## src/hdl/tsfla_cmp.sv

```systemverilog
// Shared tag-containment compare and slot pointer increment unit.
module tsfla_cmp #(
  parameter int TAG_BITS = 16,
  parameter int IDX_W    = 10
) (
  input  logic [TAG_BITS-1:0] tags,
  input  logic [TAG_BITS-1:0] query,
  input  logic [IDX_W-1:0]    ptr,
  output logic                hit,
  output logic [IDX_W:0]      ptr_inc
);

  // Hit when every query bit is present in the stored tags.
  assign hit     = ((tags & query) == query);
  assign ptr_inc = {1'b0, ptr} + {{IDX_W{1'b0}}, 1'b1};

endmodule

```

## config.mk

```make
export PLATFORM = sky130hd
export DESIGN_NAME = tsfla_cmp
export DESIGN_NICKNAME = d
export VERILOG_FILES = /design/src/hdl/tsfla_cmp.sv
export SDC_FILE = /design/constraint.sdc
export NUM_CORES = 1
export LEC_CHECK = 0
export BUFFER_PORTS_ARGS = -buffer_cell sky130_fd_sc_hd__buf_2
export CAP_MARGIN = 10
export CORE_AREA = 10 10 47 49
export DETAILED_ROUTE_END_ITERATION = 12
export DIE_AREA = 0 0 57 59
export PLACE_DENSITY = 0.74
export SETUP_SLACK_MARGIN = 0.1
export SLEW_MARGIN = 20
export SYNTH_ARGS = -nofsm -noshare
export SYNTH_HDL_FRONTEND = slang
export SYNTH_SLANG_ARGS = --single-unit
```

## constraint.sdc

```tcl
create_clock -name vclk -period 0.9
set_clock_uncertainty 0.1 [all_clocks]
set_input_delay 0.09 -clock vclk [all_inputs]
set_output_delay 0.09 -clock vclk [all_outputs]
set_load 0.005 [all_outputs]
```

== Word level (Yosys, flattened, before mapping) ==
Index checks and enable logic that the tools add are counted.

* $add $sub $neg: 1
* Equality and inequality tests: 1
* Bitwise logic cells: 1

{| class="wikitable"
|+ Operators by type and width
! cell !! number
|-
| 16-bit bitwise AND || 1
|-
| 16-bit == test || 1
|-
| 10-bit by 1-bit adder with 11-bit output (second input constant) || 1
|}

* Bits of input ports: 42
* Word-level logic and storage cells: 3
* Register bits after elaboration: 0

== Logic depth before layout (Yosys ltp) ==
* Depth after elaboration: 2
* Depth in mapped cells: 3
* Depth with buffers taken out: 3

== Least setup slack after synthesis ==
Ideal clock, no wire load.

* Path type: input to output
* Start: input ptr[3]
* End: output ptr_inc[8]
* Slack: 111 ps
* Required time: 710 ps
* Data arrival time: 599 ps
* Stages: 3
* Path through: and4_4 > nand4_1 > xnor2_1

* Word-level cells in the longest chain between the ends: 1

{| class="wikitable"
|+ Ends and longest elaborated chain
! element !! RTL line !! text
|-
| start, declared || 8 || <nowiki>input logic [IDX_W-1:0] ptr,</nowiki>
|-
| 10-bit by 1-bit adder with 11-bit output || 15 || <nowiki>assign ptr_inc = {1'b0, ptr} + {{IDX_W{1'b0}}, 1'b1};</nowiki>
|-
| end, declared || 10 || <nowiki>output logic [IDX_W:0] ptr_inc</nowiki>
|}

No other way between the ends.

== Final worst setup path ==
* Start: input ptr[3]
* End: output ptr_inc[7]

Same word-level chain as after synthesis.

==> results by group <==
Place
  – Port bufs: 54
  – Placer Congestion: 0.813
  – Post-DP HPWL: around 1500 um

Floorplan
  – Initial Utilization: 20.7%
  – Rows: 14
  – Die Span Y: between 50 and 60 um
  – Io pins: 54
  – Die W: between 50 and 60 um
  – Core Area: 1400 um2
  – Die area: roughly 3400 um2

Power and ir drop
  – VDD IR max: between 0.00015 and 0.0002 V
  – Gate power share: 100.0%
  – Power density cells: around 390 nW/um2
  – Share of power burned in registers: 0%
  – Sw power: ~100 uW
  – P_int: about 190 uW
  – Sw Share: 35.4%
  – Clock power share: 0%
  – Overall power: just under 300 uW
  – Leak: around 0.00039 uW

Final layout
  – Final Util: 53.9%
  – Area added between synthesis and finish: 160%
  – Commonest non-fill, non-tap cell in the layout: buf_2
  – Register area: 0 um2
  – Clock Buffer Count: 0
  – Fill cells: approximately 160
  – Share of layout cells above drive strength 1: 68.6%
  – Antenna diodes: 0
  – Nets@finish: 150
  – Seq cells: 0
  – Most frequent cells in the layout: buf_2 (48), nand2b_1 (12), xnor2_1 (7)
  – Multi-input gate area: between 300 and 400 um2

Synth
  – Synth area leaders: nand2b_1 (26%), xnor2_1 (21%), o2111ai_1 (12%), inv_1 (6.5%), nand4_1 (6.5%)
  – Mapped cell area: 290 um2
  – Synth warn: 0
  – Syn_area_per_cell: just under 7 um2
  – Yosys cell types: 14
  – Synth top area share: between 20% and 30%
  – Sequential area share after synthesis: 0%
  – Syn nets: 85
  – Post-synthesis cell count: 42
  – Area leader, netlist: nand2b_1

Critical path
  – Crit path DAT: 0.81 ns
  – Slowest CP cell: and4_4
  – Critical path's largest stage delay: about 0.25 ns
  – CP Capture Type: primary output
  – Critical path class: input pin to primary output
  – WP buf/inv: 2
  – Cells along the critical path: buf_8 > and4_4 > nand4_1 > xnor2_1 > buf_2
  – Max FO, Critical Path: 5
  – CP delay by family, top: simple AND/OR/NAND/NOR gates
  – Critical Path RT: ~0.71 ns
  – Startpoint types: input pin

Route
  – Met3 WL: 175 um
  – First-pass DRT Iterations: 4
  – Post-DRT Antenna Nets: 0
  – Routed WL per cell: between 10 and 15 um
  – Vias per cell: roughly 4.4
  – WL met1: 522 um
  – Max Used Layer: met4
  – Vias: around 530
  – DRC viols: 0
  – 1st-iter DRT viols: 4
  – Drt total wl: ~1700 um
  – Met2 WL: slightly below 1000 um

Timing
  – Slew Limit Headroom: a little under nine tenths
  – Fin crit period: 0.997 ns
  – Slew @ Worst Pin: just over 0.2 ns
  – Hold Vio Cnt, Final: 0
  – Period utilization: 111%
  – Final Max Tran Viols: 0
  – Fin Hold WS: approximately 0.33 ns
  – Final Setup Violations: 6
  – Setup TNS: -0.391 ns
  – FMAX: 1000 MHz
  – Post-route worst setup slack: -0.0970 ns
  – RSZ-0062 raised after global routing: true

GRT
  – First-pass GRT wire length: about 2600 um
  – Vias in the first global route: 546
  – Total track usage: 8.97%
  – GR Overflow Total: 0
  – Largest net degree at the start of global routing: 6
  – Initial antenna violation count: 0

Run
  – Max-Cap Viols: 0

Run status
  – Failing checks: setup timing
  – Status: complete, but fails checks

CTS
  – Post-CTS Hold Fix Bufs: 0

Hold path
  – Hold Path Class: input pin to primary output
synthesized netlist by cell type:
library cell   n
and4_4         1
and3_1         1
xor2_1         1
and4_2         1
nand4_1        3
ha_1           1
o2111ai_1      4
nand2_1        1
and3_2         1
nor4_1         1
nand2b_1      12
inv_1          5
xnor2_1        7
nand3_1        3
final timing paths:
kind,cells after the start,from,slack (ns),to
setup / recovery,5,ptr[3],-0.1,ptr_inc[7]
hold / removal,3,ptr[4],0.33,ptr_inc[4]
worst min-delay path: stages:
cell and delay (ns):
buf_8 0.08, xnor2_1 0.05, buf_2 0.12
cells by family after synthesis:
logic type | Yosys count | synth area share (%)
simple gates | 24 | 53.0
compound gates | 4 | 12.1
buf+inv | 5 | 6.47
xor+xnor | 8 | 24.1
fa+ha+maj | 1 | 4.31
routing by layer:
metal  GRT usage [%]  vias to the layer above
met2            18.3                       24
met5               0                        -
met4               0                        0
met1            8.85                      228
li1                -                      278
met3            3.22                        2
power groups by stage:
| stage | sequential [uW] | combinational (uW) | clock [uW] |
|---|---|---|---|
| finish | 0 | 294 | 0 |
| floorplan | 0 | 75.8 | 0 |
| global placement | 0 | 237 | 0 |
| CTS | 0 | 279 | 0 |
| global route | 0 | 325 | 0 |
| detailed placement | 0 | 243 | 0 |
final cells by class:
| cell class | count | share of cell area (%) |
|---|---|---|
| Timing Repair Buffer | 63 | 53.1 |
| Inverter | 5 | 2.48 |
| Tap cell | 16 | 2.65 |
| Multi-Input combinational cell | 37 | 41.7 |
stage by stage:
| stage | area [um2] | worst slack [ns] | instances |
|---|---|---|---|
| floorplan | 290 | 0.111 | 42 |
| global placement | 633 | -0.131 | 119 |
| detailed placement | 633 | -0.147 | 119 |
| CTS | 718 | -0.0968 | 120 |
| global route | 756 | -0.158 | 121 |
| finish | 756 | -0.0970 | 121 |
repair_timing:
item | 4_1_cts | 5_1_grt
hold endpoints to repair | 0 | 0
pin swaps | 8 | 10
setup endpoints to repair | 10 | 10
gates resized for setup | 15 | 7
buffers inserted | 1 | 1
(Power assumes the default switching activity.)
